**config.mk**
```make
export PLATFORM = sky130hd
export DESIGN_NAME = rgra_fifo
export DESIGN_NICKNAME = d
export VERILOG_FILES = /design/src/rtl/rgra_pkg.sv /design/src/rtl/rgra_fifo.sv
export SDC_FILE = /design/constraint.sdc
export NUM_CORES = 1
export LEC_CHECK = 0
export ABC_AREA = 1
export ABC_CLOCK_PERIOD_IN_PS = 3500
export BUFFER_PORTS_ARGS = -buffer_cell sky130_fd_sc_hd__buf_2
export CORE_UTILIZATION = 60
export CTS_BUF_LIST = sky130_fd_sc_hd__clkbuf_4
export CTS_CLUSTER_DIAMETER = 100
export DETAILED_ROUTE_END_ITERATION = 8
export PLACE_DENSITY = 0.9
export SKIP_LAST_GASP = 1
export SYNTH_ARGS = -nofsm -noshare
export SYNTH_HDL_FRONTEND = slang
export SYNTH_SLANG_ARGS = --single-unit
```
**constraint.sdc**
```tcl
create_clock -name aclk -period 3.5 [get_ports aclk]
set_input_delay 1.05 -clock aclk [delete_from_list [all_inputs] [get_ports aclk]]
set_output_delay 1.05 -clock aclk [all_outputs]
set_load 0.1 [all_outputs]
```
**src/rtl/rgra_pkg.sv**
```systemverilog
// Shared constants, types and codes for the gated radar range averager.
package rgra_pkg;

    // Item and register field widths.
    localparam int COORD_W = 24;
    localparam int RANGE_W = 23;

    // Sizing of the frame accumulator and the mean window.
    localparam int MAX_POINTS = 256;
    localparam int WINDOW_LEN = 5;

    localparam int CNT_W  = $clog2(MAX_POINTS + 1);
    localparam int SUM_W  = RANGE_W + $clog2(MAX_POINTS);
    localparam int TOT_W  = RANGE_W + $clog2(WINDOW_LEN + 1);
    localparam int SLOT_W = (WINDOW_LEN > 1) ? $clog2(WINDOW_LEN) : 1;

    // The serial divider works out the frame mean: sum over kept count.
    localparam int DIV_W     = SUM_W;
    localparam int DVS_W     = CNT_W;
    localparam int DIV_CNT_W = $clog2(DIV_W + 1);

    // The window average divides by a constant, so it is a multiply by a
    // rounded-up reciprocal and a shift. With the shift at TOT_W plus the
    // divisor's bit count, the rounding error never reaches the quotient.
    localparam int     AVG_SHIFT   = TOT_W + $clog2(WINDOW_LEN);
    localparam int     AVG_RECIP_W = TOT_W + 1;
    localparam int     AVG_PROD_W  = TOT_W + AVG_RECIP_W;
    localparam longint AVG_RECIP   =
        ((longint'(1) << AVG_SHIFT) + longint'(WINDOW_LEN) - 1) / longint'(WINDOW_LEN);

    // Queue of closed frames between the front and the back.
    localparam int FIFO_DEPTH = 4;
    localparam int FIFO_PTR_W = $clog2(FIFO_DEPTH);

    // Stream and register port widths.
    localparam int IN_DATA_W  = 3 * COORD_W;
    localparam int OUT_DATA_W = ((RANGE_W + CNT_W + 7) / 8) * 8;
    localparam int APB_DATA_W = 32;
    localparam int APB_ADDR_W = 3;

    typedef enum logic {
        REG_LATERAL_LIMIT = 1'b0,
        REG_MIN_RANGE     = 1'b1
    } reg_index_t;

    typedef struct packed {
        logic [SUM_W-1:0] sum;
        logic [CNT_W-1:0] count;
    } frame_t;

    typedef struct packed {
        logic             start;
        logic [DIV_W-1:0] dividend;
        logic [DVS_W-1:0] divisor;
    } div_req_t;

    typedef struct packed {
        logic             done;
        logic [DIV_W-1:0] quotient;
    } div_rsp_t;

    typedef enum logic [2:0] {
        B_IDLE,
        B_MEAN_START,
        B_MEAN_WAIT,
        B_WINDOW,
        B_AVG,
        B_EMIT
    } back_state_t;

endpackage

```
**src/rtl/rgra_fifo.sv**
```systemverilog
// Short queue of closed frames between the front and back ends.
module rgra_fifo (
    input  logic             aclk,
    input  logic             aresetn,
    input  logic             push,
    input  rgra_pkg::frame_t push_data,
    input  logic             pop,
    output rgra_pkg::frame_t pop_data,
    output logic             full,
    output logic             empty
);

    rgra_pkg::frame_t                mem_reg [rgra_pkg::FIFO_DEPTH];
    logic [rgra_pkg::FIFO_PTR_W-1:0] wr_ptr_reg, wr_ptr_next;
    logic [rgra_pkg::FIFO_PTR_W-1:0] rd_ptr_reg, rd_ptr_next;
    logic [rgra_pkg::FIFO_PTR_W:0]   fill_reg, fill_next;

    assign full     = (fill_reg == (rgra_pkg::FIFO_PTR_W+1)'(rgra_pkg::FIFO_DEPTH));
    assign empty    = (fill_reg == '0);
    assign pop_data = mem_reg[rd_ptr_reg];

    always_comb begin
        wr_ptr_next = push ? wr_ptr_reg + 1'b1 : wr_ptr_reg;
        rd_ptr_next = pop ? rd_ptr_reg + 1'b1 : rd_ptr_reg;
        fill_next   = fill_reg;
        if (push && !pop) begin
            fill_next = fill_reg + 1'b1;
        end else if (pop && !push) begin
            fill_next = fill_reg - 1'b1;
        end
    end

    always_ff @(posedge aclk) begin
        if (push) begin
            mem_reg[wr_ptr_reg] <= push_data;
        end
    end

    always_ff @(posedge aclk) begin
        if (!aresetn) begin
            wr_ptr_reg <= '0;
            rd_ptr_reg <= '0;
            fill_reg   <= '0;
        end else begin
            wr_ptr_reg <= wr_ptr_next;
            rd_ptr_reg <= rd_ptr_next;
            fill_reg   <= fill_next;
        end
    end

    a_no_overflow: assert property (@(posedge aclk) disable iff (!aresetn)
        push |-> !full)
        else $error("frame queue written while full");

    a_no_underflow: assert property (@(posedge aclk) disable iff (!aresetn)
        pop |-> !empty)
        else $error("frame queue read while empty");

endmodule

```
==> summary.txt, run 1 <==
Clock network
  • Worst-Skew Late Latency: 520 ps
  • Total clock sinks: 169
  • Htree depth: 4
  • Hold buffer count at CTS: 0
  • Clock buffer depth: 2
  • CTS resizes: 0
  • CTS clk-pin slew, worst paths: 120 ps
  • Root Buffer: clkbuf_4
  • CTS Buf Count: 17
  • Post-CTS Setup Repair Bufs: 0
  • CTS tree: built

Critical path
  • Crit Path Max Fanout: 27
  • Startpoint Class: flip-flop
  • Critical Path RT: 2450 ps
  • Setup CP Type: reg -> out
  • Critical path data arrival time: 2300 ps
  • Worst setup EP type: primary output

STA
  • Fin. Hold Viols: 0
  • Clock skew: 20.41 ps
  • Slew HR: 0.6147
  • RSZ-0062 raised after global routing: no
  • Final clock period utilization by the worst path: 0.9563
  • Final setup violating endpoints: 0
  • Period minus WS final: 3347 ps
  • Fmax: 298.8 MHz
  • Fin. max-slew vios: 0
  • Setup TNS Final: 0 ps
  • Worst slew pin tran: 577.2 ps

Die
  • Die area: 11240 sq um
  • Core area: 10420 sq um
  • Num ports: 86
  • Chip Height: 106.0 um
  • Initial Utilization: 0.6233
  • Standard-cell row count: 37
  • Die Width: 106.0 um

Placed design
  • Routability cong.: 0.7297
  • Placed cells: 656
  • Buffers on Ports: 85
  • Detailed Place HPWL: 7417 um

Final layout
  • Reg area: 4986 sq um
  • Max reg flops: 160
  • Area added between synthesis and finish: 11.29%
  • Fillers: 693
  • Multi-input logic area: 1165 sq um
  • Antenna cell count: 0
  • Final Instance Count excl. Fillers: 688
  • Share of cells above drive strength 1: 0.2482
  • Nets: 589

Synth
  • Synth warn: 0
  • Post-synth cell types: 21
  • Register area share after synthesis: 0.7678
  • Synth Register Bits: 169
  • Synthesized cell area: 6492 sq um
  • Syn Area/Cell: 14.59 sq um
  • Net count after synthesis: 495
  • Synth Instances: 445

Global routing
  • Largest net degree at the start of global routing: 81
  • GRT Residual Overflow: 0
  • First-pass GRT wire length: 18650 um
  • Initial antenna violation count: 0
  • Number of global-route vias before repair: 3878
  • Total GRT Usage: 0.2248

Route
  • Final antenna-violating net count: 0
  • Wirelength per Cell: 17.51 um
  • Vias/cell: 5.686
  • Drt initial violations: 260
  • Post-Route WL: 12050 um
  • Via count: 3912
  • TritonRoute pass-1 iters: 4
  • DRC Markers: 0

Status
  • Status: complete, no violations

Power
  • Maximum VDD drop: 0.3501 mV
  • Cell Pwr Density: 591.9 nW/um^2
  • Leak: 2.596 nW

Job
  • Max-cap violations: 0

Worst hold path
  • Hold Crit Class: reg -> reg
[through the flow]
step | power [mW] | utilization | setup WS (ps) | instance area (sq um) | hold WS (ps)
after floorplan | 3.106 | - | 41.56 | 6492 | 411.5
after global placement | 3.234 | 0.6658 | 737.0 | 6935 | 420.1
after detailed placement | 3.256 | 0.6658 | 672.0 | 6935 | 443.3
after CTS | 4.282 | 0.6923 | 85.86 | 7211 | 458.4
after global routing | 4.411 | 0.6937 | 8.413 | 7226 | 499.2
final | 4.277 | 0.6937 | 153.0 | 7226 | 465.0
[layer usage]
| metal | up-vias | wire (um) | part of all wire | global-route usage |
|---|---|---|---|---|
| met4 | 0 | 180 | 0.015 | 0.1002 |
| li1 | 1840 | - | - | - |
| met3 | 19 | 714 | 0.059 | 0.05702 |
| met2 | 148 | 6301 | 0.52 | 0.3950 |
| met1 | 1905 | 4850 | 0.40 | 0.2608 |
| met5 | - | 0 | 0 | 0 |
[final timing paths]
path / start / to / slack, ps / cells after the start
worst max-delay path: flip-flop / pop_data[38] / 150 / 4
worst min-delay path: rd_ptr_reg[1]$_SDFFE_PN0P_ / rd_ptr_reg[1]$_SDFFE_PN0P_ / 470 / 1
worst max register to register: wr_ptr_reg[0]$_SDFFE_PN0P_ / mem_reg[2][15]$_DFFE_PP_ / 1660 / 5
worst min register to register: rd_ptr_reg[1]$_SDFFE_PN0P_ / rd_ptr_reg[1]$_SDFFE_PN0P_ / 470 / 1
[power breakdown]
group / leakage (nW) / internal, mW / switching, mW
clock: 0.142 / 0.444 / 0.619
combinational: 0.909 / 0.146 / 0.735
sequential: 1.54 / 2.30 / 0.0305
total: 2.60 / 2.89 / 1.38
[logic make-up (layout without fill, tap and decap cells)]
group           Yosys count  after routing  synth area share
flops                   169            169            0.7678
compound gates          130            130            0.1091
simple gates             98             98           0.05762
buf+inv                  42            149           0.05281
fa+ha+maj                 6              6           0.01272
[area by class of cell]
cell class / instances / share of cell area
multi-input cells: 234 / 0.1612
clock buffers: 20 / 0.02078
well taps: 136 / 0.02355
flip-flops and latches: 169 / 0.6900
repair buffers: 100 / 0.07654
clock inverters: 12 / 0.01732
inverters: 17 / 0.01056
[worst max-delay path: stages (launching register included)]
cell and delay (ps):
dfxtp_2 610, buf_4 360, o21ai_0 140, o22ai_1 210
buf_2 460
[Yosys cell counts]
master    instances  share of area
buf_12            4          0.012
nor2_1           85          0.049
fa_1              1         0.0031
o21ai_2           2         0.0027
nand2_1           9         0.0052
inv_1            16         0.0093
o21ai_1          38          0.029
buf_6             5         0.0087
buf_8             4         0.0093
nand3_1           1        0.00077
nor3_1            2         0.0015
dfxtp_1           9          0.028
inv_12            1         0.0025
o22ai_1          40          0.039
buf_4             4         0.0046
a21oi_1           4         0.0031
nand4_1           1        0.00096
ha_1              5         0.0096
o21ai_0          46          0.035
buf_2             8         0.0062
edfxtp_1        160           0.74
[cell usage in the layout (no fill, tap or decap), types with 2 or more instances in the layout]
cell type / Yosys / layout
inv_2: 0 / 4
clkinv_1: 0 / 3
clkbuf_4: 0 / 26
nand2_1: 9 / 9
ha_1: 5 / 5
o21ai_0: 46 / 46
o21ai_2: 2 / 2
clkinvlp_4: 0 / 3
buf_4: 4 / 15
nor3_1: 2 / 2
bufinv_16: 0 / 2
o21ai_1: 38 / 38
a21oi_1: 4 / 4
inv_1: 16 / 12
dfxtp_1: 9 / 8
edfxtp_1: 160 / 160
buf_2: 8 / 79
o22ai_1: 40 / 40
clkinv_4: 0 / 2
nor2_1: 85 / 85
(Power assumes the default switching activity.)
==> run 2: changes to the inputs <==
- CORE_ASPECT_RATIO: not set -> 0.5
- SKIP_LAST_GASP: 1 -> not set
==> run 2 against run 1 <==
  * Total power grew 1.1%
  * First-iteration DRC count grew 28%
  * Register-to-register slack gained 90 ps
  * Combinational power is essentially flat
  * Highest routed layer unchanged
  * Maximum frequency shrank 0.33%
  * Largest cell class unchanged
  * Sequential share of layout area is essentially flat
  * Clock power grew 5%
  * Clock skew shrank 9.2 ps
  * Global-route usage grew 0.97 points
==> summary.txt, run 2 (same netlist as run 1, synthesis figures left out) <==
Status
  • Status: complete, no violations

Final layout
  • Nets: 584 (-0.85%)
  • Leading cell types in the layout, fill and taps excluded: 160 x edfxtp_1, 85 x nor2_1, 83 x buf_2, 46 x o21ai_0, 40 x o22ai_1
  • Final core utilization: 0.6988 (+0.005145)
  • Share of cells above drive strength 1: 0.2413 (-0.006872)
  • Multi-input logic area: 1165 sq um (unchanged)
  • Post-route cell area: 7229 sq um (about the same)
  • Max reg flops: 160 (unchanged)
  • Fillers: 683 (-1.4%)
  • Commonest non-fill, non-tap cell in the layout: edfxtp_1
  • Area added between synthesis and finish: 11.35% (about the same)
  • Reg area: 4986 sq um (unchanged)

Placed design
  • Detailed Place HPWL: 7507 um (+1.2%)
  • DP Worst Slack: 724.7 ps (+52.74 ps)
  • Buffers on Ports: 85 (unchanged)
  • Routability cong.: 0.7704 (+5.6%)
  • Post-place instance area: 6940 sq um (about the same)

Global routing
  • Total GRT Usage: 0.2344 (+0.009651)
  • Number of global-route vias before repair: 3894 (+0.41%)
  • Largest net degree at the start of global routing: 81 (unchanged)
  • Initial antenna violation count: 0 (unchanged)
  • First-pass GRT wire length: 19130 um (+2.6%)
  • GRT Residual Overflow: 0 (unchanged)

Clock network
  • CTS clk-pin slew, worst paths: 120 ps (about the same)
  • CTS resizes: 0 (unchanged)
  • Worst-Skew Late Latency: 520 ps (about the same)
  • Hold buffer count at CTS: 0 (unchanged)
  • Htree depth: 4 (unchanged)
  • Root Buffer: clkbuf_4
  • Post-CTS Setup Repair Bufs: 0 (unchanged)
  • CTS Buf Count: 17 (unchanged)
  • Total clock sinks: 169 (unchanged)
  • CTS tree: built
  • Clock buffer depth: 2 (unchanged)

STA
  • RSZ-0062 raised after global routing: no
  • Fin. Hold Viols: 0 (unchanged)
  • Hold_ws: 457.3 ps (-7.761 ps)
  • Final setup violating endpoints: 0 (unchanged)
  • Worst slew pin tran: 679.7 ps (+102.5 ps)
  • Fmax: 297.8 MHz (-0.33%)
  • Setup TNS Final: 0 ps (unchanged)
  • Slew HR: 0.5462 (-0.06844)
  • Fin. max-slew vios: 0 (unchanged)
  • Setup ws final: 141.8 ps (-11.23 ps)
  • Final clock period utilization by the worst path: 0.9595 (+0.003209)
  • Clock skew: 11.22 ps (-9.196 ps)
  • Period minus WS final: 3358 ps (+11.23 ps)

Route
  • Metal3 WL: 832 um (+17%)
  • Via count: 3961 (+1.3%)
  • Vias/cell: 5.757 (+1.3%)
  • Top layer in use: met4
  • TritonRoute pass-1 iters: 5 (+1)
  • Post-Route WL: 12520 um (+3.9%)
  • DRC Markers: 0 (unchanged)
  • Metal-1 WL: 5086 um (+4.9%)
  • Wirelength per Cell: 18.19 um (+3.9%)
  • Final antenna-violating net count: 0 (unchanged)
  • Drt initial violations: 334 (+28%)
  • Metal2 WL: 6361 um (+0.95%)

Critical path
  • Setup CP Type: reg -> out
  • Worst setup EP type: primary output
  • Critical R2R Capture: mem_reg[1][7]$_DFFE_PP_
  • Critical Path RT: 2450 ps (about the same)
  • Crit path depth: 5 (+1)
  • CP max stage delay: 460 ps (-150 ps)
  • Worst r2r src: wr_ptr_reg[1]$_SDFFE_PN0P_
  • Crit Path Max Fanout: 80 (+200%)
  • Worst setup endpoint: pop_data[18]
  • Delay-heaviest family, CP: buffers and inverters
  • WP buf/inv: 3 (+1)
  • Startpoint Class: flip-flop
  • Cell chain of the critical path: buf_12, inv_12, nor2_1, o22ai_1, buf_2
  • R2R Setup Slk: 1750 ps (+90 ps)
  • Reg2Reg Depth: 5 (unchanged)
  • Critical path data arrival time: 2310 ps (about the same)
  • Slowest CP cell: buf_2

Die
  • Standard-cell row count: 26 (-30%)
  • Core area: 10340 sq um (-0.68%)
  • Die area: 11270 sq um (+0.22%)
  • Num ports: 86 (unchanged)
  • Initial Utilization: 0.6276 (+0.004297)
  • Chip Height: 75.56 um (-29%)
  • Die Width: 149.1 um (+41%)

Power
  • Leak: 2.601 nW (+0.20%)
  • Cell Pwr Density: 598.2 nW/um^2 (+1.1%)
  • Maximum VDD drop: 0.2869 mV (-18%)

Worst hold path
  • Hold Crit Class: reg -> reg

Job
  • Max-cap violations: 0 (unchanged)
[run 2: per-stage QoR]
step | cells | total power [mW]
finish | 688 | 4.325
global route | 687 | 4.473
CTS | 687 | 4.336
detailed placement | 655 | 3.258
global placement | 655 | 3.234
floorplan | 445 | 3.106
[run 2: cell type report]
class / count / area share
diodes: 1 / 0.0003461
clock buffers: 20 / 0.02077
clock inverters: 12 / 0.01817
inverters: 17 / 0.01056
multi-input cells: 234 / 0.1611
flip-flops and latches: 169 / 0.6897
well taps: 140 / 0.02423
repair buffers: 95 / 0.07511
[run 2: worst reg2reg max path: stages, from the launching register on]
cell	delay, ps
dfxtp_1	350
inv_1	110
ha_1	160
nand2_1	60
inv_2	460
buf_4	330
[run 2: report_power, final]
part / switching [mW] / internal [mW] / leakage, nW
registers: 0.0303 / 2.30 / 1.54
logic: 0.738 / 0.143 / 0.894
clock network: 0.604 / 0.506 / 0.163
[run 2: how the worst min path moves through the flow]
stage / startpoint / end / slack (ps) / depth (start not counted)
4_1_cts: rd_ptr_reg[1]$_SDFFE_PN0P_ / flip-flop / 460 / 1
2_1_floorplan: rd_ptr_reg[1]$_SDFFE_PN0P_ / flip-flop / 410 / 1
5_1_grt: rd_ptr_reg[1]$_SDFFE_PN0P_ / flip-flop / 480 / 1
3_5_place_dp: rd_ptr_reg[1]$_SDFFE_PN0P_ / rd_ptr_reg[1]$_SDFFE_PN0P_ / 440 / 1
6_report: rd_ptr_reg[1]$_SDFFE_PN0P_ / flip-flop / 460 / 1
3_3_place_gp: rd_ptr_reg[1]$_SDFFE_PN0P_ / flip-flop / 430 / 1
[run 2: layer usage]
layer  global-route usage  vias to the layer above
met5                    0                        -
met4               0.1066                        0
met3              0.07545                       21
met2               0.4067                      150
met1               0.2766                     1949
li1                     -                     1841
