<file path="src/rtl/rgra_pkg.sv">
// Shared constants, types and codes for the gated radar range averager.
package rgra_pkg;

    // Item and register field widths.
    localparam int COORD_W = 24;
    localparam int RANGE_W = 23;

    // Sizing of the frame accumulator and the mean window.
    localparam int MAX_POINTS = 256;
    localparam int WINDOW_LEN = 5;

    localparam int CNT_W  = $clog2(MAX_POINTS + 1);
    localparam int SUM_W  = RANGE_W + $clog2(MAX_POINTS);
    localparam int TOT_W  = RANGE_W + $clog2(WINDOW_LEN + 1);
    localparam int SLOT_W = (WINDOW_LEN > 1) ? $clog2(WINDOW_LEN) : 1;

    // The serial divider works out the frame mean: sum over kept count.
    localparam int DIV_W     = SUM_W;
    localparam int DVS_W     = CNT_W;
    localparam int DIV_CNT_W = $clog2(DIV_W + 1);

    // The window average divides by a constant, so it is a multiply by a
    // rounded-up reciprocal and a shift. With the shift at TOT_W plus the
    // divisor's bit count, the rounding error never reaches the quotient.
    localparam int     AVG_SHIFT   = TOT_W + $clog2(WINDOW_LEN);
    localparam int     AVG_RECIP_W = TOT_W + 1;
    localparam int     AVG_PROD_W  = TOT_W + AVG_RECIP_W;
    localparam longint AVG_RECIP   =
        ((longint'(1) << AVG_SHIFT) + longint'(WINDOW_LEN) - 1) / longint'(WINDOW_LEN);

    // Queue of closed frames between the front and the back.
    localparam int FIFO_DEPTH = 4;
    localparam int FIFO_PTR_W = $clog2(FIFO_DEPTH);

    // Stream and register port widths.
    localparam int IN_DATA_W  = 3 * COORD_W;
    localparam int OUT_DATA_W = ((RANGE_W + CNT_W + 7) / 8) * 8;
    localparam int APB_DATA_W = 32;
    localparam int APB_ADDR_W = 3;

    typedef enum logic {
        REG_LATERAL_LIMIT = 1'b0,
        REG_MIN_RANGE     = 1'b1
    } reg_index_t;

    typedef struct packed {
        logic [SUM_W-1:0] sum;
        logic [CNT_W-1:0] count;
    } frame_t;

    typedef struct packed {
        logic             start;
        logic [DIV_W-1:0] dividend;
        logic [DVS_W-1:0] divisor;
    } div_req_t;

    typedef struct packed {
        logic             done;
        logic [DIV_W-1:0] quotient;
    } div_rsp_t;

    typedef enum logic [2:0] {
        B_IDLE,
        B_MEAN_START,
        B_MEAN_WAIT,
        B_WINDOW,
        B_AVG,
        B_EMIT
    } back_state_t;

endpackage

</file>
<file path="src/rtl/rgra_div.sv">
// Restoring divider for the frame mean, one quotient bit per cycle.
module rgra_div (
    input  logic               aclk,
    input  logic               aresetn,
    input  rgra_pkg::div_req_t req,
    output rgra_pkg::div_rsp_t rsp
);

    logic                           busy_reg, busy_next;
    logic                           done_reg, done_next;
    logic [rgra_pkg::DIV_CNT_W-1:0] cnt_reg, cnt_next;
    logic [rgra_pkg::DVS_W-1:0]     rem_reg, rem_next;
    logic [rgra_pkg::DVS_W-1:0]     dvs_reg, dvs_next;
    logic [rgra_pkg::DIV_W-1:0]     quo_reg, quo_next;
    logic [rgra_pkg::DVS_W:0]       trial;
    logic                           fits;

    assign rsp.done     = done_reg;
    assign rsp.quotient = quo_reg;

    always_comb begin
        // The partial remainder stays below the divisor, so one extra bit
        // holds the shifted trial value.
        trial     = {rem_reg, quo_reg[rgra_pkg::DIV_W-1]};
        fits      = (trial >= {1'b0, dvs_reg});
        busy_next = busy_reg;
        done_next = 1'b0;
        cnt_next  = cnt_reg;
        rem_next  = rem_reg;
        dvs_next  = dvs_reg;
        quo_next  = quo_reg;
        if (req.start && !busy_reg) begin
            busy_next = 1'b1;
            cnt_next  = rgra_pkg::DIV_CNT_W'(rgra_pkg::DIV_W);
            rem_next  = '0;
            dvs_next  = req.divisor;
            quo_next  = req.dividend;
        end else if (busy_reg) begin
            rem_next = fits ? rgra_pkg::DVS_W'(trial - {1'b0, dvs_reg})
                            : trial[rgra_pkg::DVS_W-1:0];
            quo_next = {quo_reg[rgra_pkg::DIV_W-2:0], fits};
            cnt_next = cnt_reg - 1'b1;
            if (cnt_reg == rgra_pkg::DIV_CNT_W'(1)) begin
                busy_next = 1'b0;
                done_next = 1'b1;
            end
        end
    end

    always_ff @(posedge aclk) begin
        rem_reg <= rem_next;
        dvs_reg <= dvs_next;
        quo_reg <= quo_next;
    end

    always_ff @(posedge aclk) begin
        if (!aresetn) begin
            busy_reg <= 1'b0;
            done_reg <= 1'b0;
            cnt_reg  <= '0;
        end else begin
            busy_reg <= busy_next;
            done_reg <= done_next;
            cnt_reg  <= cnt_next;
        end
    end

endmodule

</file>
<file path="config.mk">
export PLATFORM = sky130hd
export DESIGN_NAME = rgra_div
export DESIGN_NICKNAME = d
export VERILOG_FILES = /design/src/rtl/rgra_pkg.sv /design/src/rtl/rgra_div.sv
export SDC_FILE = /design/constraint.sdc
export NUM_CORES = 1
export LEC_CHECK = 0
export ABC_AREA = 1
export BUFFER_PORTS_ARGS = -buffer_cell sky130_fd_sc_hd__buf_2
export CAP_MARGIN = 25
export CORE_UTILIZATION = 44
export DETAILED_ROUTE_END_ITERATION = 8
export GPL_ROUTABILITY_DRIVEN = 0
export PLACE_DENSITY = 0.71
export SLEW_MARGIN = 20
export SYNTH_ARGS = -nofsm -noshare
export SYNTH_HDL_FRONTEND = slang
export SYNTH_SLANG_ARGS = --single-unit
</file>
<file path="constraint.sdc">
create_clock -name aclk -period 1.8 [get_ports aclk]
set_input_delay 0.45 -clock aclk [delete_from_list [all_inputs] [get_ports aclk]]
set_output_delay 0.45 -clock aclk [all_outputs]
set_load 0.01 [all_outputs]
</file>
==> metrics.yaml, run 1 <==
floorplanning:
  rows: 29
  dieArea_mm2: 0.00692
  io_pins: 75
  initial_utilization: 0.457
  core_area_mm2: 0.00635
  die_w_um: 83.2
  die_y_um: 83.2
place:
  io_buffers: 74
  dp_hpwl_um: 4490
  dpl-instance-area_mm2: 0.00345
critical_path:
  required_ns: 2.02
  rr_endpoint: "rem_reg[4]"
  worstSetupPathType: "reg -> reg"
  critPathArrivalTime_ns: 2.05
  start_kind: "flip-flop"
  r2r_cells: 12
  critPathCapture: "rem_reg[4]"
  cp-end-kind: "flip-flop"
  crit_fanout: 2
  reg2reg_slack_ns: -0.03
  crit_start: "quo_reg[30]"
  rr_startpoint: "quo_reg[30]"
synthesis:
  synthFlopType: "edfxtp_1"
  syn_area_mm2: 0.00290
  seq_area_frac_synth: 0.525
  synth_seq_cells: 56
  ys_warn_count: 0
  synth-edff-count: 40
  synth_fp_nets: 394
  synth.distinct_cells: 29
  async_flop_share: 0
  synth_area_per_cell_um2: 8.55
  synthCells: 339
clock_network:
  clk_path_buf_depth: 2
  cts_sinks: 56
  cts_max_level: 2
  cts_tree: "built"
  numCtsBuffers: 5
  clockRootBuffer: "clkbuf_8"
  cts_hold_buf: 0
  clk_latency_ns: 0.31
  path_clk_slew_ns: 0.10
global_route:
  grt_usage: 0.186
  grt_pass1_vias: 2318
  antenna_found_initial: 0
  grt_max_degree: 36
  grt_pass1_wl_um: 10500
  overflow: 0
timing:
  rsz0062_at_grt: "true"
  setup_ws_ns: -0.0282
  final-hold-violation-count: 0
  clock_skew_ns: 0.00522
  setup_viol: 8
  slew_viol_final: 0
  final.setup.tns_ns: -0.107
  maxSlewHeadroom: 0.759
  min_period_ns: 1.83
  fin_crit_sh: 1.02
  tightest_slew_ns: 0.360
  holdWs_ns: 0.306
  timing.fmax_mhz: 547
cells_and_area:
  largest_reg_flops: 31
  drive_above_1_share: 0.321
  area_growth_pct: 29.5
  fin_nets: 496
  final_util: 0.591
  diodes: 0
  fin_area_mm2: 0.00375
  fillers: 528
route:
  drt.antenna.violating_nets: 0
  wl_per_cell_um: 12.6
  vias: 2508
  firstDrtPassIters: 4
  drt_iter0_drc: 181
  wl_um: 6560
  post-route-drc-count: 0
  viasPerCell: 4.83
power:
  irDropWorstVdd_uv: 459
  powerDensity_mw_per_mm2: 1040
  cellLeakagePower_uw: 0.00196
  power_uw: 3920
min_path:
  hp-class: "in -> reg"
run_status:
  violations: "negative setup slack"
  status: "finished, violations left"
run:
  cap_viol_max_count: 0
-- synthesized netlist by cell type, types with 2 or more instances --
master,count,share of area
nand2_1,151,0.20
inv_1,42,0.054
edfxtp_1,40,0.41
dfxtp_1,16,0.11
nand3_1,16,0.028
ha_1,11,0.047
nand3_2,10,0.035
nor2_1,8,0.010
a21oi_1,6,0.010
nor3_1,6,0.010
nand2_2,5,0.011
buf_2,4,0.0069
clkbuf_1,3,0.0039
a211oi_1,2,0.0052
a221oi_1,2,0.0060
buf_6,2,0.0078
nand3b_1,2,0.0052
xnor2_1,2,0.0060
-- cell type report --
class | instances | area (um2) | share of cell area
repair buffers | 105 | 647 | 0.172
inverters | 42 | 160 | 0.0427
flip-flops and latches | 56 | 1520 | 0.405
clock buffers | 6 | 72.6 | 0.0193
well taps | 77 | 96.3 | 0.0257
clock inverters | 2 | 11.3 | 0.00300
multi-input cells | 231 | 1250 | 0.332
-- through the flow --
stage                     worst slack, ns  instances
after floorplan                  0.000824        339
after global placement             0.0236        496
after detailed placement          -0.0623        496
after CTS                        0.000671        510
after global routing               -0.127        519
final                             -0.0282        519
-- worst max-delay path: stages (launching register included) --
cell and delay, ns:
edfxtp_1 0.41, inv_2 0.11, ha_4 0.15, inv_4 0.04, fa_2 0.37, buf_6 0.13
nand3_2 0.05, nand3_2 0.09, xor2_1 0.15, inv_1 0.06, nand2_1 0.04, nand3_1 0.08
nand2_1 0.05
-- cell usage in the layout, fill, tap and decap left out, types with 6 or more instances in the layout --
cell,n
a21oi_1,6
buf_4,24
buf_2,74
nand3_2,12
inv_1,40
nand2_1,148
nand2_2,6
nand3_1,13
edfxtp_1,40
dfxtp_1,16
nor2_1,8
ha_1,9
-- timing repair --
action / 4_1_cts / 5_1_grt
endpoints found under the hold margin: 0 / 0
pin swaps: 0 / 11
cloned: 0 / 1
resized for setup: 3 / 21
setup endpoints to repair: 9 / 10
setup buffers: 6 / 8
-- per-layer routing --
metal | global-route usage | vias up | routed length (um)
met4 | 0.0627 | 0 | 121
met1 | 0.249 | 1136 | 2980
met2 | 0.298 | 81 | 3070
met5 | 0 | - | 0
met3 | 0.0417 | 12 | 381
li1 | - | 1279 | -
-- worst min path at each step --
| stage | startpoint | depth (start not counted) | slack, ns | end |
|---|---|---|---|---|
| 2_1_floorplan | cnt_reg[4] | 1 | 0.44 | cnt_reg[4] |
| 3_3_place_gp | cnt_reg[4] | 1 | 0.46 | cnt_reg[4] |
| 3_5_place_dp | rem_reg[1] | 2 | 0.47 | rem_reg[1] |
| 4_1_cts | req[6] | 1 | 0.30 | dvs_reg[6] |
| 5_1_grt | req[6] | 1 | 0.30 | dvs_reg[6] |
| 6_report | req[6] | 1 | 0.31 | dvs_reg[6] |
-- kinds of logic after synthesis --
| kind of cell | Yosys count | synth area share |
|---|---|---|
| AO/OA/AOI/OAI | 12 | 0.0255 |
| XOR/XNOR | 3 | 0.00907 |
| adder cells (fa/ha/maj) | 12 | 0.0544 |
| buffers and inverters | 53 | 0.0803 |
| flip-flops | 56 | 0.525 |
| AND/OR/NAND/NOR | 203 | 0.306 |
-- power breakdown --
part / switching (uW) / internal [uW] / total (uW) / leakage, uW
registers: 126 / 1600 / 1730 / 0.000535
clock network: 408 / 271 / 679 / 0.0000388
logic: 839 / 673 / 1510 / 0.00138
Note: power is estimated with default switching activity, not from simulation.
==> run 2, diff against run 1 <==
Settings changed: CORE_ASPECT_RATIO set to 1.5, CORE_MARGIN set to 8, PLACE_DENSITY 0.71 to unset, PLACE_DENSITY_LB_ADDON set to 0.1.
==> metrics.yaml, run 2 (synthesized netlist as in run 1, its figures left out) <==
power:
  power_switching_uw: 1300
  p_clk_frac: 0.195
  p_comb_frac: 0.353
  power_uw: 3830
  powerDensity_mw_per_mm2: 1050
  swShare: 0.338
  internal-power_uw: 2530
  cellLeakagePower_uw: 0.00190
  power_frac_seq: 0.451
  irDropWorstVdd_uv: 646
cells_and_area:
  fin_area_mm2: 0.00364
  largest_reg_flops: 31
  drive_above_1_share: 0.309
  final_cell_mix: "nand2_1 (149), buf_2 (74), inv_1 (40), edfxtp_1 (40), buf_4 (17)"
  diodes: 0
  fin_nets: 485
  final_common_cell: "nand2_1"
  area_growth_pct: 25.7
critical_path:
  worstSetupPathType: "reg -> reg"
  cp-end-kind: "flip-flop"
  reg2reg_slack_ns: 0.009
  crit_fanout: 2
  critPathArrivalTime_ns: 2.00
  required_ns: 2.01
  start_kind: "flip-flop"
global_route:
  grt_usage: 0.149
  grt_max_degree: 31
  grt_pass1_wl_um: 11100
  antenna_found_initial: 0
  overflow: 0
  grt_pass1_vias: 2545
clock_network:
  cts_tree: "built"
  cts_max_level: 2
  numCtsBuffers: 5
  clockRootBuffer: "clkbuf_8"
  cts_sinks: 56
  clk_latency_ns: 0.31
  path_clk_slew_ns: 0.10
  clk_path_buf_depth: 2
min_path:
  hp-class: "in -> reg"
timing:
  final.setup.tns_ns: 0
  holdWs_ns: 0.309
  slew_viol_final: 0
  fin_crit_sh: 0.995
  maxSlewHeadroom: 0.726
  setup_ws_ns: 0.00936
  rsz0062_at_grt: "true"
  tightest_slew_ns: 0.409
  final-hold-violation-count: 0
  min_period_ns: 1.79
  timing.fmax_mhz: 558
  setup_viol: 0
  clock_skew_ns: 0.00788
place:
  dp_hpwl_um: 5240
  io_buffers: 74
  place_ws_ns: -0.0198
  dpl-instance-area_mm2: 0.00342
floorplanning:
  dieArea_mm2: 0.00950
  core_area_mm2: 0.00644
  initial_utilization: 0.450
  die_y_um: 115
  io_pins: 75
  rows: 36
  die_w_um: 82.3
route:
  vias: 2478
  firstDrtPassIters: 4
  wl_um: 6890
  post-route-drc-count: 0
  drt.antenna.violating_nets: 0
  drt_iter0_drc: 119
  viasPerCell: 4.89
  wl_per_cell_um: 13.6
run_status:
  status: "complete, no violations"
run:
  cap_viol_max_count: 0
[run 2: critical path, stage by stage (launching register included)]
cell	delay, ns
edfxtp_1	0.41
inv_2	0.10
ha_4	0.13
inv_2	0.04
fa_2	0.38
buf_6	0.13
nand3_2	0.05
nand3_2	0.09
xor2_1	0.17
inv_1	0.05
nand2_1	0.05
nand3_1	0.06
nand2_1	0.05
[run 2: power groups by stage]
stage | registers [uW] | clock network (uW) | logic, uW
detailed placement | 1750 | 0 | 1250
floorplan | 1780 | 0 | 817
global route | 1750 | 822 | 1520
CTS | 1730 | 777 | 1260
finish | 1730 | 748 | 1350
global placement | 1750 | 0 | 1230
[run 2: final cells by class]
type,count,area (um2)
multi-input combinational,230,1220
sequential,56,1520
timing repair buffer,95,552
tap,76,95.1
clock buffer,8,100
fill,614,2800
inverter,42,158
[run 2: repair_timing]
action | 4_1_cts | 5_1_grt
endpoints found under the setup margin | 7 | 10
pin swaps | 1 | 8
buffers inserted | 0 | 5
resized for setup | 4 | 16
hold buffers | 0 | 0
endpoints found under the hold margin | 0 | 0
[run 2: layer usage]
metal  wire length, um  GRT usage
met5                 0          0
met4               136     0.0565
met3               387     0.0466
met2              3450      0.242
met1              2910      0.178
[run 2: metrics by stage]
step                       util  std cells
after floorplan               -        339
after global placement    0.532        494
after detailed placement  0.532        494
after CTS                 0.549        502
after global routing      0.566        507
final                     0.566        507
[run 2: final timing paths]
path               start          to  depth (start not counted)
max          quo_reg[30]  rem_reg[4]                         12
min               req[2]  dvs_reg[2]                          1
max reg2reg  quo_reg[30]  rem_reg[4]                         12
min reg2reg   cnt_reg[4]  cnt_reg[4]                          1
==> run 3, diff against run 2 <==
Settings changed: ABC_AREA 1 to unset, SETUP_SLACK_MARGIN set to 0.2.
Clock period 1.8 ns to 1.65 ns, I/O delays scaled along.
==> metrics.yaml, run 3 <==
clock_network:
  cts_tree: "built"
  clk_latency_ns: 0.30
  cts_max_level: 2
  cts_hold_buf: 0
  cts_sinks: 56
  path_clk_slew_ns: 0.09
  clockRootBuffer: "clkbuf_8"
  clk_path_buf_depth: 2
  numCtsBuffers: 5
timing:
  timing.fmax_mhz: 445
  final-hold-violation-count: 0
  maxSlewHeadroom: 0.772
  fin_crit_sh: 1.36
  slew_viol_final: 0
  setup_ws_ns: -0.599
  rsz0062_at_grt: "true"
  setup_viol: 10
  tightest_slew_ns: 0.340
  holdWs_ns: 0.280
  clock_skew_ns: 0.00460
  min_period_ns: 2.25
cells_and_area:
  drive_above_1_share: 0.508
  final_util: 0.603
  diodes: 0
  regArea_mm2: 0.00152
  largest_reg_flops: 31
  area_growth_pct: 34.5
  finalNonFillerCells: 395
  multi_input_area_mm2: 0.00111
  final_cell_mix: "buf_2 (73), edfxtp_1 (40), buf_4 (33), mux2_2 (30), dfxtp_1 (15)"
  fin_area_mm2: 0.00364
  fillers: 502
  fin_nets: 375
  final_common_cell: "buf_2"
power:
  cellLeakagePower_uw: 0.00162
  irDropWorstVdd_uv: 575
  power_uw: 5180
  powerDensity_mw_per_mm2: 1420
route:
  viasPerCell: 5.04
  firstDrtPassIters: 4
  post-route-drc-count: 0
  wl_per_cell_um: 15.2
  wl_met2_um: 3220
  wl_um: 6020
  route.met3.wl_um: 322
  drt.antenna.violating_nets: 0
  highest_layer: "met4"
  drt_iter0_drc: 87
  vias: 1991
  wl_met1_um: 2360
floorplanning:
  rows: 35
  initial_utilization: 0.448
  die_y_um: 112
  core_area_mm2: 0.00604
  die_w_um: 80.1
  dieArea_mm2: 0.00897
  io_pins: 75
place:
  io_buffers: 74
  dp_hpwl_um: 4570
  dpl-instance-area_mm2: 0.00343
  placed_cells: 379
critical_path:
  cp-end-kind: "flip-flop"
  worstSetupPathType: "reg -> reg"
  path_cells: "inv_1, ha_2, inv_2, fa_2, a211oi_4, o31ai_4, buf_4, o31a_2, a31oi_1, o31ai_1"
  slowest_stage: "edfxtp_1"
  critPathArrivalTime_ns: 2.44
  path_buf_inv: 3
  slowest_delay_ns: 0.40
  cpLargestDelayFamily: "compound AO/OA/AOI/OAI gates"
  required_ns: 1.84
  crit_fanout: 3
  start_kind: "flip-flop"
global_route:
  grt_pass1_wl_um: 9760
  grt_usage: 0.137
  grt_pass1_vias: 2122
  grt_max_degree: 34
  antenna_found_initial: 0
  overflow: 0
synthesis:
  synthTopCellsByCount: "edfxtp_1 (40), mux2_2 (30), dfxtp_1 (16), inv_1 (16), nand2_1 (12)"
  synth_fp_nets: 264
  yosysTopAreaCellShare: 0.443
  synth_seq_cells: 56
  synth_area_leaders: "edfxtp_1 (44%), mux2_2 (12%), dfxtp_1 (12%), ha_1 (5.1%), inv_1 (2.2%)"
  syn_area_mm2: 0.00271
  synthFlopType: "edfxtp_1"
  synth_top_area_cell: "edfxtp_1"
  synth_area_per_cell_um2: 13.0
  synth-edff-count: 40
  seq_area_frac_synth: 0.562
  yosysMostFrequentCell: "edfxtp_1"
  ys_warn_count: 0
  synth.distinct_cells: 44
  synthCells: 209
  async_flop_share: 0
run:
  cap_viol_max_count: 0
run_status:
  violations: "negative setup slack"
  status: "finished, violations left"
min_path:
  hp-class: "in -> reg"
-- run 3: cell types whose count changed in the layout (fill, tap and decap cells not counted), sizes merged, moves of 3 or more --
cell    change
o31ai       +6
o21ai       +4
a32oi       +4
o311ai      +3
nand2     -144
inv        -27
nor3        -5
mux2i       +3
mux2       +30
buf        +19
nand3      -20
-- run 3: per-stage QoR --
stage / TNS [ns] / setup slack, ns
floorplan: -6.08 / -0.684
global placement: -4.69 / -0.535
detailed placement: -5.27 / -0.610
CTS: -5.49 / -0.568
global route: -6.87 / -0.713
finish: -5.65 / -0.599
-- run 3: cell type report --
cell class / instances / area share
multi-input combinational: 127 / 0.305
timing repair buffer: 114 / 0.205
inverter: 16 / 0.0175
clock inverter: 2 / 0.00962
clock buffer: 6 / 0.0199
tap: 74 / 0.0254
sequential: 56 / 0.418
-- run 3: repair_timing --
action,4_1_cts,5_1_grt
gates resized for setup,8,2
pin swaps,3,1
setup buffers,5,2
cloned,1,0
endpoints found under the setup margin,33,11
endpoints found under the hold margin,0,0
-- run 3: final timing paths --
kind | start | end | slack [ns] | cells after the start
max reg2reg | quo_reg[30] | rem_reg[8] | -0.60 | 10
min reg2reg | rem_reg[8] | rem_reg[8] | 0.50 | 2
min | req[5] | dvs_reg[5] | 0.28 | 1
max | quo_reg[30] | rem_reg[8] | -0.60 | 10
-- run 3: metal layers --
layer,track usage,vias to the layer above
met5,0,-
met4,0.0439,0
met3,0.0496,10
met2,0.243,49
met1,0.144,929
li1,-,1003
-- run 3: power by group --
part           total, uW  switching (uW)  internal, uW  leakage (uW)
Sequential          1960             163          1800      0.000530
Clock                877             427           450     0.0000513
Combinational       2340            1050          1280       0.00104
-- run 3: cell families after synthesis --
family | synth area share
xor+xnor | 0.0194
buf+inv | 0.0420
fa+ha+maj | 0.0582
flops | 0.562
compound gates | 0.115
mux | 0.136
simple gates | 0.0674
-- run 3: worst register-to-register path: cells and delay by family (launching register included) --
kind | cells | cell delay, ns
adder cells (fa/ha/maj) | 2 | 0.54
AO/OA/AOI/OAI | 5 | 0.92
flip-flops | 1 | 0.40
buffers and inverters | 3 | 0.29
