### config.mk
export PLATFORM = sky130hd
export DESIGN_NAME = rgra_back
export DESIGN_NICKNAME = d
export VERILOG_FILES = /design/src/rtl/rgra_pkg.sv /design/src/rtl/rgra_back.sv
export SDC_FILE = /design/constraint.sdc
export NUM_CORES = 1
export LEC_CHECK = 0
export ABC_AREA = 1
export CAP_MARGIN = 10
export CELL_PAD_IN_SITES_DETAIL_PLACEMENT = 1
export CELL_PAD_IN_SITES_GLOBAL_PLACEMENT = 2
export CORE_UTILIZATION = 42
export DETAILED_ROUTE_END_ITERATION = 16
export DONT_BUFFER_PORTS = 1
export PLACE_DENSITY = 0.83
export RECOVER_POWER = 100
export REMOVE_ABC_BUFFERS = 1
export SKIP_CTS_REPAIR_TIMING = 1
export SYNTH_ARGS = -nofsm -noshare
export SYNTH_HDL_FRONTEND = slang
export SYNTH_SLANG_ARGS = --single-unit
### constraint.sdc
create_clock -name aclk -period 7.25 [get_ports aclk]
set_clock_uncertainty 0.1 [all_clocks]
set_input_delay 0.725 -clock aclk [delete_from_list [all_inputs] [get_ports aclk]]
set_output_delay 0.725 -clock aclk [all_outputs]
set_load 0.05 [all_outputs]
### src/rtl/rgra_pkg.sv
// Shared constants, types and codes for the gated radar range averager.
package rgra_pkg;

    // Item and register field widths.
    localparam int COORD_W = 24;
    localparam int RANGE_W = 23;

    // Sizing of the frame accumulator and the mean window.
    localparam int MAX_POINTS = 256;
    localparam int WINDOW_LEN = 5;

    localparam int CNT_W  = $clog2(MAX_POINTS + 1);
    localparam int SUM_W  = RANGE_W + $clog2(MAX_POINTS);
    localparam int TOT_W  = RANGE_W + $clog2(WINDOW_LEN + 1);
    localparam int SLOT_W = (WINDOW_LEN > 1) ? $clog2(WINDOW_LEN) : 1;

    // The serial divider works out the frame mean: sum over kept count.
    localparam int DIV_W     = SUM_W;
    localparam int DVS_W     = CNT_W;
    localparam int DIV_CNT_W = $clog2(DIV_W + 1);

    // The window average divides by a constant, so it is a multiply by a
    // rounded-up reciprocal and a shift. With the shift at TOT_W plus the
    // divisor's bit count, the rounding error never reaches the quotient.
    localparam int     AVG_SHIFT   = TOT_W + $clog2(WINDOW_LEN);
    localparam int     AVG_RECIP_W = TOT_W + 1;
    localparam int     AVG_PROD_W  = TOT_W + AVG_RECIP_W;
    localparam longint AVG_RECIP   =
        ((longint'(1) << AVG_SHIFT) + longint'(WINDOW_LEN) - 1) / longint'(WINDOW_LEN);

    // Queue of closed frames between the front and the back.
    localparam int FIFO_DEPTH = 4;
    localparam int FIFO_PTR_W = $clog2(FIFO_DEPTH);

    // Stream and register port widths.
    localparam int IN_DATA_W  = 3 * COORD_W;
    localparam int OUT_DATA_W = ((RANGE_W + CNT_W + 7) / 8) * 8;
    localparam int APB_DATA_W = 32;
    localparam int APB_ADDR_W = 3;

    typedef enum logic {
        REG_LATERAL_LIMIT = 1'b0,
        REG_MIN_RANGE     = 1'b1
    } reg_index_t;

    typedef struct packed {
        logic [SUM_W-1:0] sum;
        logic [CNT_W-1:0] count;
    } frame_t;

    typedef struct packed {
        logic             start;
        logic [DIV_W-1:0] dividend;
        logic [DVS_W-1:0] divisor;
    } div_req_t;

    typedef struct packed {
        logic             done;
        logic [DIV_W-1:0] quotient;
    } div_rsp_t;

    typedef enum logic [2:0] {
        B_IDLE,
        B_MEAN_START,
        B_MEAN_WAIT,
        B_WINDOW,
        B_AVG,
        B_EMIT
    } back_state_t;

endpackage

### src/rtl/rgra_back.sv
// Back end: frame mean, window of recent means, window average and output register.
module rgra_back (
    input  logic                         aclk,
    input  logic                         aresetn,
    input  logic                         fifo_empty,
    input  rgra_pkg::frame_t             fifo_data,
    output logic                         pop,
    output rgra_pkg::div_req_t           div_req,
    input  rgra_pkg::div_rsp_t           div_rsp,
    output logic                         m_tvalid,
    input  logic                         m_tready,
    output logic [rgra_pkg::RANGE_W-1:0] range_average,
    output logic [rgra_pkg::CNT_W-1:0]   kept_points
);

    rgra_pkg::back_state_t state_reg, state_next;

    rgra_pkg::frame_t             frame_reg;
    logic [rgra_pkg::RANGE_W-1:0] mean_reg;
    logic [rgra_pkg::RANGE_W-1:0] avg_reg;
    logic [rgra_pkg::TOT_W-1:0]   total_reg, total_next;
    logic [rgra_pkg::SLOT_W-1:0]  slot_reg, slot_next;
    logic [rgra_pkg::RANGE_W-1:0] window_reg [rgra_pkg::WINDOW_LEN];
    logic                         out_valid_reg;
    logic [rgra_pkg::RANGE_W-1:0] out_avg_reg;
    logic [rgra_pkg::CNT_W-1:0]   out_cnt_reg;

    logic [rgra_pkg::AVG_PROD_W-1:0] avg_prod;
    logic [rgra_pkg::RANGE_W-1:0]    avg_calc;

    logic mean_load;
    logic window_we;
    logic avg_load;
    logic out_load;

    assign m_tvalid      = out_valid_reg;
    assign range_average = out_avg_reg;
    assign kept_points   = out_cnt_reg;

    // Next state.
    always_comb begin
        state_next = state_reg;
        case (state_reg)
            rgra_pkg::B_IDLE: begin
                if (!fifo_empty) state_next = rgra_pkg::B_MEAN_START;
            end
            rgra_pkg::B_MEAN_START: state_next = rgra_pkg::B_MEAN_WAIT;
            rgra_pkg::B_MEAN_WAIT: begin
                if (div_rsp.done) state_next = rgra_pkg::B_WINDOW;
            end
            rgra_pkg::B_WINDOW:     state_next = rgra_pkg::B_AVG;
            rgra_pkg::B_AVG:        state_next = rgra_pkg::B_EMIT;
            rgra_pkg::B_EMIT: begin
                if (!out_valid_reg || m_tready) state_next = rgra_pkg::B_IDLE;
            end
            default: state_next = rgra_pkg::B_IDLE;
        endcase
    end

    // Sequencer outputs.
    always_comb begin
        pop              = 1'b0;
        div_req.start    = 1'b0;
        div_req.dividend = rgra_pkg::DIV_W'(frame_reg.sum);
        div_req.divisor  = rgra_pkg::DVS_W'(frame_reg.count);
        mean_load        = 1'b0;
        window_we        = 1'b0;
        avg_load         = 1'b0;
        out_load         = 1'b0;
        case (state_reg)
            rgra_pkg::B_IDLE:       pop = !fifo_empty;
            rgra_pkg::B_MEAN_START: div_req.start = 1'b1;
            rgra_pkg::B_MEAN_WAIT:  mean_load = div_rsp.done;
            rgra_pkg::B_WINDOW:     window_we = 1'b1;
            rgra_pkg::B_AVG:        avg_load = 1'b1;
            rgra_pkg::B_EMIT:       out_load = !out_valid_reg || m_tready;
            default: begin
                pop = 1'b0;
            end
        endcase
    end

    // The window total is kept running: the slot being overwritten is
    // subtracted and the new mean added.
    always_comb begin
        slot_next  = (slot_reg == rgra_pkg::SLOT_W'(rgra_pkg::WINDOW_LEN - 1))
                   ? '0 : slot_reg + 1'b1;
        total_next = total_reg + rgra_pkg::TOT_W'(mean_reg)
                   - rgra_pkg::TOT_W'(window_reg[slot_next]);
    end

    // Window average: total times the reciprocal of the window length,
    // taking the bits above the shift. The quotient fits the range width.
    always_comb begin
        avg_prod = rgra_pkg::AVG_PROD_W'(total_reg)
                 * rgra_pkg::AVG_PROD_W'(rgra_pkg::AVG_RECIP);
        avg_calc = avg_prod[rgra_pkg::AVG_SHIFT +: rgra_pkg::RANGE_W];
    end

    always_ff @(posedge aclk) begin
        if (pop) frame_reg <= fifo_data;
        if (mean_load) mean_reg <= div_rsp.quotient[rgra_pkg::RANGE_W-1:0];
        if (avg_load) avg_reg <= avg_calc;
        if (out_load) begin
            out_avg_reg <= avg_reg;
            out_cnt_reg <= frame_reg.count;
        end
    end

    always_ff @(posedge aclk) begin
        if (!aresetn) begin
            state_reg     <= rgra_pkg::B_IDLE;
            total_reg     <= '0;
            slot_reg      <= '0;
            out_valid_reg <= 1'b0;
            for (int i = 0; i < rgra_pkg::WINDOW_LEN; i++) begin
                window_reg[i] <= '0;
            end
        end else begin
            state_reg <= state_next;
            if (window_we) begin
                total_reg             <= total_next;
                slot_reg              <= slot_next;
                window_reg[slot_next] <= mean_reg;
            end
            if (out_load) begin
                out_valid_reg <= 1'b1;
            end else if (m_tready) begin
                out_valid_reg <= 1'b0;
            end
        end
    end

    a_slot_range: assert property (@(posedge aclk) disable iff (!aresetn)
        slot_reg < rgra_pkg::SLOT_W'(rgra_pkg::WINDOW_LEN))
        else $error("window slot out of range");

    a_div_done_expected: assert property (@(posedge aclk) disable iff (!aresetn)
        div_rsp.done |-> (state_reg == rgra_pkg::B_MEAN_WAIT))
        else $error("divider finished while the sequencer was not waiting");

endmodule

==> out/metrics.cfg, run 1 <==
[clock_network]
tritoncts = done
clkSlewWorstSetupHoldPaths_ns = 0.06
insertion_delay_ns = 0.59
cts_sinks = 335
clock-root-buffer = clkbuf_16
cts_buffers = 40
htree_levels = 2
cts_max_path_buffers = 3

[floorplanning]
rows = 89
die_w_um = 246
die-area_um2 = 60500
ios = 151
core_um2 = 58900
start_util_pct = 42.4
die_h_um = 246

[synth]
postSynthCellCount = 2704
synth.avg_cell_area_um2 = 9.24
synth_cell_types = 37
ys_seq_elements = 335
synth_largest_area_cell = edfxtp_1
synth_flop_cell = edfxtp_1
synth_edf_count = 302
synth_most_common_cell = nand2_1
ys_top_cells_by_count = nand2_1, inv_1, edfxtp_1
synthTopCellsByArea = edfxtp_1, fa_1, ha_1, nand2_1, inv_1
ys.warnings.count = 0
yosysTopAreaCellShare_pct = 36.3
yosysSeqAreaShare_pct = 38.9
syn_area_um2 = 25000
async_flop_share_pct = 0

[sta]
drv_slew = 216
tightest_slew_ns = 2.59
period_needed_ns = 6.58
fmax_mhz = 152
slew_headroom_pct = -74.3
rsz0062_at_grt = no
finalSetupTns_ns = 0
fin_crit_sh_pct = 90.8
holdWs_ns = 0.133
final_hold_viol_count = 0
setup_violations = 0

[routing]
ant_nets = 0
wl_met1_um = 35600
drt_iter0_drc = 1067
routedWlPerCell_um = 21.0
topRoutingLayerUsed = met4
vias = 18200
via_per_inst = 5.16
met3WireLength_um = 4030
drc_errors = 0
first_pass_iters = 5
wl_met2_um = 33500
detail_route.wirelength_um = 74200

[place]
place.gp.congestion = 0.933
post_dp_cell_area_um2 = 25900
io_buffers = 0
dp_hpwl_um = 61100

[grt]
overflow = 0
grt_use_total_pct = 25.3
antenna_found_initial = 1
grt_start_max_net_pins = 54
grt_pass1_wl_um = 115000
first_global_vias = 19500

[worst_setup_path]
arrival_ns = 6.80
startpoint_type = register
rrSetupSlack_ns = 0.67
cp-end-kind = register
crit_required_ns = 7.47
ff2ff_path_depth = 20
regToRegStartpoint = total_reg[11]
crit_fanout = 5
timing.rr.end = avg_reg[11]
critPathKind = reg2reg

[finish]
diodes = 0
drive_above_1_share_pct = 2.87
synthToLayoutAreaGrowth_pct = 8.52
final_design_area_no_fill_um2 = 27100
num-nets-final = 3246
utilization_pct = 46.0
fillers = 6795
largest_reg_flops = 184

[hold_path]
whs_path_depth = 0
hold_end = mean_reg[20]
min_path_type = in2reg
holdCritStartpoint = div_rsp[20]

[power_and_ir_drop]
p_total_mw = 6.41
p_leak_nw = 13.2
ir_drop_uv = 252
p_per_area_nw_per_um2 = 236

[status]
violations = capacitance limit, slew limit
status = finished, violations left

[run]
cap_violations = 8

==> kinds of logic after synthesis <==
kind of cell             after synthesis  synth area share (%)
buffers and inverters                621                  9.51
flip-flops                           335                  38.9
XOR/XNOR                              19                 0.666
AO/OA/AOI/OAI                        255                  5.45
adder cells (fa/ha/maj)              446                  28.8
AND/OR/NAND/NOR                     1028                  16.7
==> how the worst max path moves through the flow <==
| stage | startpoint | depth (start not counted) | slack (ns) | endpoint |
|---|---|---|---|---|
| after floorplan | fifo_empty | 1 | 0.52 | pop |
| after global placement | total_reg[11] | 20 | 0.85 | avg_reg[11] |
| after detailed placement | total_reg[11] | 20 | 0.76 | avg_reg[11] |
| after CTS | total_reg[11] | 20 | 0.72 | avg_reg[11] |
| after global routing | state_reg[1] | 8 | 0.15 | window_reg[4][0] |
| final | total_reg[11] | 20 | 0.67 | avg_reg[11] |
==> cell usage in the layout (no fill, tap or decap), types with 14 or more instances in the layout <==
master and count:
nand4_1 58, nand3_1 63, clkbuf_16 40, o21ai_0 80
ha_1 231, inv_1 578, a21oi_1 138, xor2_1 14
fa_1 215, nor2_1 249, nand2_1 623, edfxtp_1 302
dfxtp_1 33, clkbuf_1 15, nor3_1 17
==> through the flow <==
stage,setup slack [ns],instances
final,0.670,3528
after global routing,0.146,3528
after CTS,0.723,3528
after detailed placement,0.758,3455
after global placement,0.846,3455
after floorplan,0.518,2662
==> per-layer routing <==
layer	vias to the layer above	global-route usage (%)
li1	8618	-
met2	425	40.5
met1	9117	36.0
met3	61	4.42
met4	0	4.59
met5	-	0
==> critical path, cell delays in order, from the launching register on <==
cell and delay, ns:
dfxtp_1 0.58, ha_1 0.43, fa_1 0.64, inv_1 0.07, fa_1 0.50, inv_1 0.08, fa_1 0.51, inv_1 0.18
fa_1 0.46, fa_1 0.38, inv_1 0.10, fa_1 0.43, ha_1 0.41, a21oi_1 0.39, o21ai_0 0.25, a21oi_1 0.37
nor2_1 0.07, nor2_1 0.15, nand3_1 0.09, nand2_1 0.06, nand2_1 0.04
==> report_power, final <==
group | switching [mW] | internal, mW | leakage [nW] | total, mW
Combinational | 1.41 | 0.713 | 9.37 | 2.13
Clock | 0.841 | 1.10 | 0.622 | 1.94
Sequential | 0.132 | 2.21 | 3.16 | 2.34
Total | 2.39 | 4.02 | 13.2 | 6.41
==> area by class of cell <==
class / count / area [µm²] / share of cell area (%)
clock buffers: 47 / 1030 / 3.79
clock inverters: 26 / 239 / 0.881
inverters: 579 / 2170 / 8.01
multi-input cells: 1748 / 12900 / 47.5
flip-flops and latches: 335 / 9730 / 35.9
well taps: 773 / 967 / 3.57
repair buffers: 20 / 113 / 0.415
No activity file was read; power rests on OpenSTA's default activity.
==> run 2: changes to the inputs <==
--- a/config.mk
+++ b/config.mk
@@ -5,11 +5,11 @@
 export SDC_FILE = /design/constraint.sdc
 export NUM_CORES = 1
 export LEC_CHECK = 0
-export ABC_AREA = 1
+export ABC_AREA = 0
 export CAP_MARGIN = 10
 export CELL_PAD_IN_SITES_DETAIL_PLACEMENT = 1
 export CELL_PAD_IN_SITES_GLOBAL_PLACEMENT = 2
-export CORE_UTILIZATION = 42
+export CORE_UTILIZATION = 45
 export DETAILED_ROUTE_END_ITERATION = 16
 export DONT_BUFFER_PORTS = 1
 export PLACE_DENSITY = 0.83
==> run 2 against run 1 <==
The run still ends with capacitance limit, slew limit left. Synthesized cell count shrank 24%. Core utilization grew 3.7 points. Sequential share of layout area grew 1.9 points. Largest cell class unchanged.
==> out/metrics.cfg, run 2 <==
[synth]
ys.warnings.count = 0
async_flop_share_pct = 0
synth.avg_cell_area_um2 = 11.5
syn_area_um2 = 23800
postSynthCellCount = 2068
synth_edf_count = 302
yosysTopAreaCellShare_pct = 38.1
synth_cell_types = 70
yosysSeqAreaShare_pct = 40.8
synth_most_common_cell = inv_1
synthTopCellsByArea = edfxtp_1, fa_1, ha_1, inv_1, nand2_1
synth_flop_cell = edfxtp_1
ys_top_cells_by_count = inv_1, edfxtp_1, ha_1
synth_largest_area_cell = edfxtp_1
ys_seq_elements = 335

[sta]
period_needed_ns = 6.85
tightest_slew_ns = 2.71
fin_crit_sh_pct = 94.4
fmax_mhz = 146
drv_slew = 312
rsz0062_at_grt = no
setup_violations = 0
finalSetupTns_ns = 0
final_hold_viol_count = 0
fin_ws_ns = 0.403
slew_headroom_pct = -81.6

[grt]
grt_pass1_wl_um = 90100
grt_use_total_pct = 21.6
overflow = 0
first_global_vias = 16400
antenna_found_initial = 0
grt_start_max_net_pins = 90

[hold_path]
holdCritStartpoint = div_rsp[0]
whs_path_depth = 0
min_path_type = in2reg
hold_end = mean_reg[0]

[floorplanning]
ios = 151
die_h_um = 232
rows = 83
die-area_um2 = 53900
core_um2 = 51800
die_w_um = 232
start_util_pct = 46.0

[clock_network]
clkSlewWorstSetupHoldPaths_ns = 0.06
cts_max_path_buffers = 3
cts_buffers = 38
clock-root-buffer = clkbuf_16
htree_levels = 2
cts_sinks = 335
tritoncts = done
insertion_delay_ns = 0.57

[status]
status = finished, violations left
violations = capacitance limit, slew limit

[worst_setup_path]
timing.rr.end = avg_reg[22]
crit_required_ns = 7.47
crit_fanout = 10
startpoint_type = register
arrival_ns = 7.06
critPathKind = reg2reg
startpoint = total_reg[19]
regToRegStartpoint = total_reg[19]
cp-end-kind = register
rrSetupSlack_ns = 0.40
ff2ff_path_depth = 21

[finish]
diodes = 0
layout.cells.most_common_list = inv_1, edfxtp_1, ha_1
num-nets-final = 2584
largest_reg_flops = 184
synthToLayoutAreaGrowth_pct = 8.20
final_common_cell = inv_1
drive_above_1_share_pct = 6.13

[routing]
via_per_inst = 5.40
first_pass_iters = 5
drc_errors = 0
ant_nets = 0
detail_route.wirelength_um = 57100
routedWlPerCell_um = 20.6
drt_iter0_drc = 775
vias = 15000

[place]
dp_slack_ns = 0.300
io_buffers = 0
place.gp.congestion = 0.933
dp_hpwl_um = 43900

[power_and_ir_drop]
p_per_area_nw_per_um2 = 209
ir_drop_uv = 236
p_leak_nw = 11.5

[run]
cap_violations = 10

## run 2: metal layers
layer	global-route usage [%]	vias to the layer above	share of wire, %
met2	38.5	252	52
met1	28.0	7583	43
met3	2.57	56	3.3
li1	-	7065	-
met5	0	-	0
met4	4.71	0	1.5
## run 2: layout make-up
cell class | count | area [µm²]
flip-flops and latches | 335 | 9730
multi-input cells | 1252 | 12300
clock inverters | 23 | 180
clock buffers | 43 | 970
repair buffers | 35 | 244
well taps | 680 | 851
inverters | 400 | 1500
fillers | 5416 | 26000
## run 2: cells by family after synthesis
family | Yosys count | share of synthesized area, %
AO/OA/AOI/OAI | 254 | 7.32
XOR/XNOR | 43 | 1.58
adder cells (fa/ha/maj) | 446 | 30.2
buffers and inverters | 481 | 7.59
flip-flops | 335 | 40.8
multiplexers | 36 | 2.57
AND/OR/NAND/NOR | 473 | 9.90
## run 2: stage by stage
step                      cell area, µm²  instances  power [mW]  util (%)  hold WS [ns]
after floorplan                    23500       1987        3.27         -         0.300
after global placement             24800       2702        3.60      47.8         0.303
after detailed placement           24800       2702        3.65      47.8         0.306
after CTS                          25900       2768        5.46      50.0         0.120
after global routing               25800       2768        5.66      49.7         0.125
final                              25800       2768        5.39      49.7         0.147
## run 2: worst max-delay path by stage
stage / depth (start not counted) / to
2_1_floorplan: 18 / total_reg[15]
3_3_place_gp: 21 / avg_reg[22]
3_5_place_dp: 24 / avg_reg[22]
4_1_cts: 24 / avg_reg[22]
5_1_grt: 24 / avg_reg[20]
6_report: 21 / avg_reg[22]
## run 2: power breakdown
part	leakage (nW)	switching, mW	internal [mW]
combinational	7.80	0.774	0.497
sequential	3.17	0.119	2.19
clock	0.564	0.798	1.01
total	11.5	1.69	3.69
## run 2: critical path, cell delays in order (launching register included)
cell and delay, ns:
dfxtp_1 0.46, ha_1 0.32, fa_1 0.54, fa_1 0.67
inv_1 0.11, fa_1 0.48, inv_1 0.08, fa_1 0.48
fa_1 0.50, inv_1 0.05, fa_1 0.37, ha_1 0.44
a21oi_2 0.19, o21ai_2 0.09, a2111oi_2 0.37, o21bai_1 0.12
o2bb2ai_1 0.16, a211o_1 0.37, a31oi_4 0.25, o211ai_2 0.15
a21oi_1 0.20, xnor2_1 0.08
==> run 3: changes to the inputs <==
--- a/config.mk
+++ b/config.mk
@@ -12,7 +12,7 @@
 export CORE_UTILIZATION = 45
 export DETAILED_ROUTE_END_ITERATION = 16
 export DONT_BUFFER_PORTS = 1
-export PLACE_DENSITY = 0.83
+export PLACE_DENSITY_LB_ADDON = 0.3
 export RECOVER_POWER = 100
 export REMOVE_ABC_BUFFERS = 1
 export SKIP_CTS_REPAIR_TIMING = 1
==> run 3 against run 2 <==
The flow still finishes with violations (capacitance limit, slew limit). Sequential share of layout area down 0.29 points. Clock power up 14%. Global-route usage grew 0.83 points. Setup slack worse by 0.068 ns. Sequential power about the same. Critical path depth is 1 higher.
==> out/metrics.cfg, run 3 (synthesized netlist as in run 2, its figures left out) <==
[clock_network]
cts_buffers = 39
htree_levels = 2
cts_max_path_buffers = 3
tritoncts = done
clkSlewWorstSetupHoldPaths_ns = 0.06
clock-root-buffer = clkbuf_16
insertion_delay_ns = 0.58
cts_sinks = 335

[finish]
layout.cells.most_common_list = inv_1, edfxtp_1, ha_1
diodes = 0
final_common_cell = inv_1
largest_reg_flops = 184
final_design_area_no_fill_um2 = 26000
utilization_pct = 50.2
num-nets-final = 2594
synthToLayoutAreaGrowth_pct = 9.08
drive_above_1_share_pct = 6.61

[place]
post_dp_cell_area_um2 = 24800
io_buffers = 0
dp_hpwl_um = 44700
place.gp.congestion = 0.891

[power_and_ir_drop]
ir_drop_uv = 216
p_leak_nw = 11.7
p_per_area_nw_per_um2 = 217

[worst_setup_path]
cpMaxStageDelayCell = fa_1
rrSetupSlack_ns = 0.33
path_cells = fa_1, inv_1, fa_1, fa_1, inv_1, fa_1, inv_1, fa_1, fa_1, fa_1, inv_1, ha_1, nand3_1, nor3_1, nand3_1, a21o_1, o21ai_1, a211o_1, nand3_2, a21oi_2, or2_1, o311ai_1
worst_path_most_repeated_cell = fa_1
startpoint_type = register
crit_fanout = 7
regToRegStartpoint = total_reg[23]
timing.rr.end = avg_reg[20]
arrival_ns = 7.11
cp-end-kind = register
crit_required_ns = 7.44
critPathKind = reg2reg
ff2ff_path_depth = 22
critPathMaxStageDelay_ns = 0.57

[sta]
fmax_mhz = 145
fin_crit_sh_pct = 95.4
slew_headroom_pct = -154
period_needed_ns = 6.92
drv_slew = 368
setup_violations = 0
final_hold_viol_count = 0
tightest_slew_ns = 3.82

[floorplanning]
die_w_um = 232
die_h_um = 232
ios = 151
core_um2 = 51800
rows = 83
die-area_um2 = 53900
start_util_pct = 46.0

[status]
status = finished, violations left
violations = capacitance limit, slew limit

[routing]
drt_iter0_drc = 747
drc_errors = 0
vias = 15000
detail_route.wirelength_um = 59200
first_pass_iters = 5
ant_nets = 0
routedWlPerCell_um = 21.3
via_per_inst = 5.41

[grt]
grt_start_max_net_pins = 71
antenna_found_initial = 1
first_global_vias = 16600
overflow = 0
grt_use_total_pct = 22.4
grt_pass1_wl_um = 92200

[hold_path]
hold_end = mean_reg[0]
holdCritStartpoint = div_rsp[0]
whs_path_depth = 0
min_path_type = in2reg

[run]
cap_violations = 10

==> run 3: area by class of cell <==
type,instances,area (µm²)
clock buffer,47,1010
clock inverter,24,329
fill,5423,25800
inverter,400,1500
multi-input combinational,1252,12300
sequential,335,9730
tap,680,851
timing repair buffer,44,298
==> run 3: worst max path at each step <==
| stage | startpoint | endpoint | slack (ns) | cells past startpoint |
|---|---|---|---|---|
| final | total_reg[23] | avg_reg[20] | 0.33 | 22 |
| after global routing | total_reg[23] | avg_reg[20] | -0.005 | 22 |
| after CTS | total_reg[19] | avg_reg[20] | 0.19 | 21 |
| after detailed placement | total_reg[21] | avg_reg[20] | 0.24 | 22 |
| after global placement | total_reg[15] | avg_reg[22] | 0.32 | 23 |
| after floorplan | slot_reg[0] | total_reg[15] | -2.57 | 18 |
==> run 3: per-layer routing <==
| metal | track usage, % | up-vias | wire length [µm] |
|---|---|---|---|
| met5 | 0 | - | 0 |
| met4 | 7.03 | 0 | 1470 |
| met3 | 3.11 | 80 | 1890 |
| met2 | 40.3 | 264 | 30600 |
| met1 | 27.7 | 7612 | 25100 |
| li1 | - | 7089 | - |
==> run 3: through the flow <==
step / total power [mW] / worst slack [ns] / TNS, ns / instances / hold WS, ns
3_5_place_dp: 3.66 / 0.236 / 0 / 2710 / 0.305
6_report: 5.64 / 0.335 / 0 / 2782 / 0.139
5_1_grt: 5.93 / -0.00523 / -0.00523 / 2782 / 0.111
3_3_place_gp: 3.61 / 0.324 / 0 / 2710 / 0.303
2_1_floorplan: 3.27 / -2.57 / -105.61 / 1987 / 0.300
4_1_cts: 5.74 / 0.189 / 0 / 2781 / 0.107
==> run 3: critical path: cells and delay by family (launching register included) <==
kind,cells,cell delay (ns)
AND/OR/NAND/NOR,5,0.85
buffers and inverters,4,0.23
AO/OA/AOI/OAI,5,1.07
adder cells (fa/ha/maj),8,3.99
flip-flops,1,0.41
==> run 3: where the power goes <==
part	internal [mW]	switching, mW	leakage [nW]
registers	2.19	0.119	3.17
clock network	1.25	0.815	0.648
logic	0.494	0.777	7.83
total	3.93	1.71	11.7
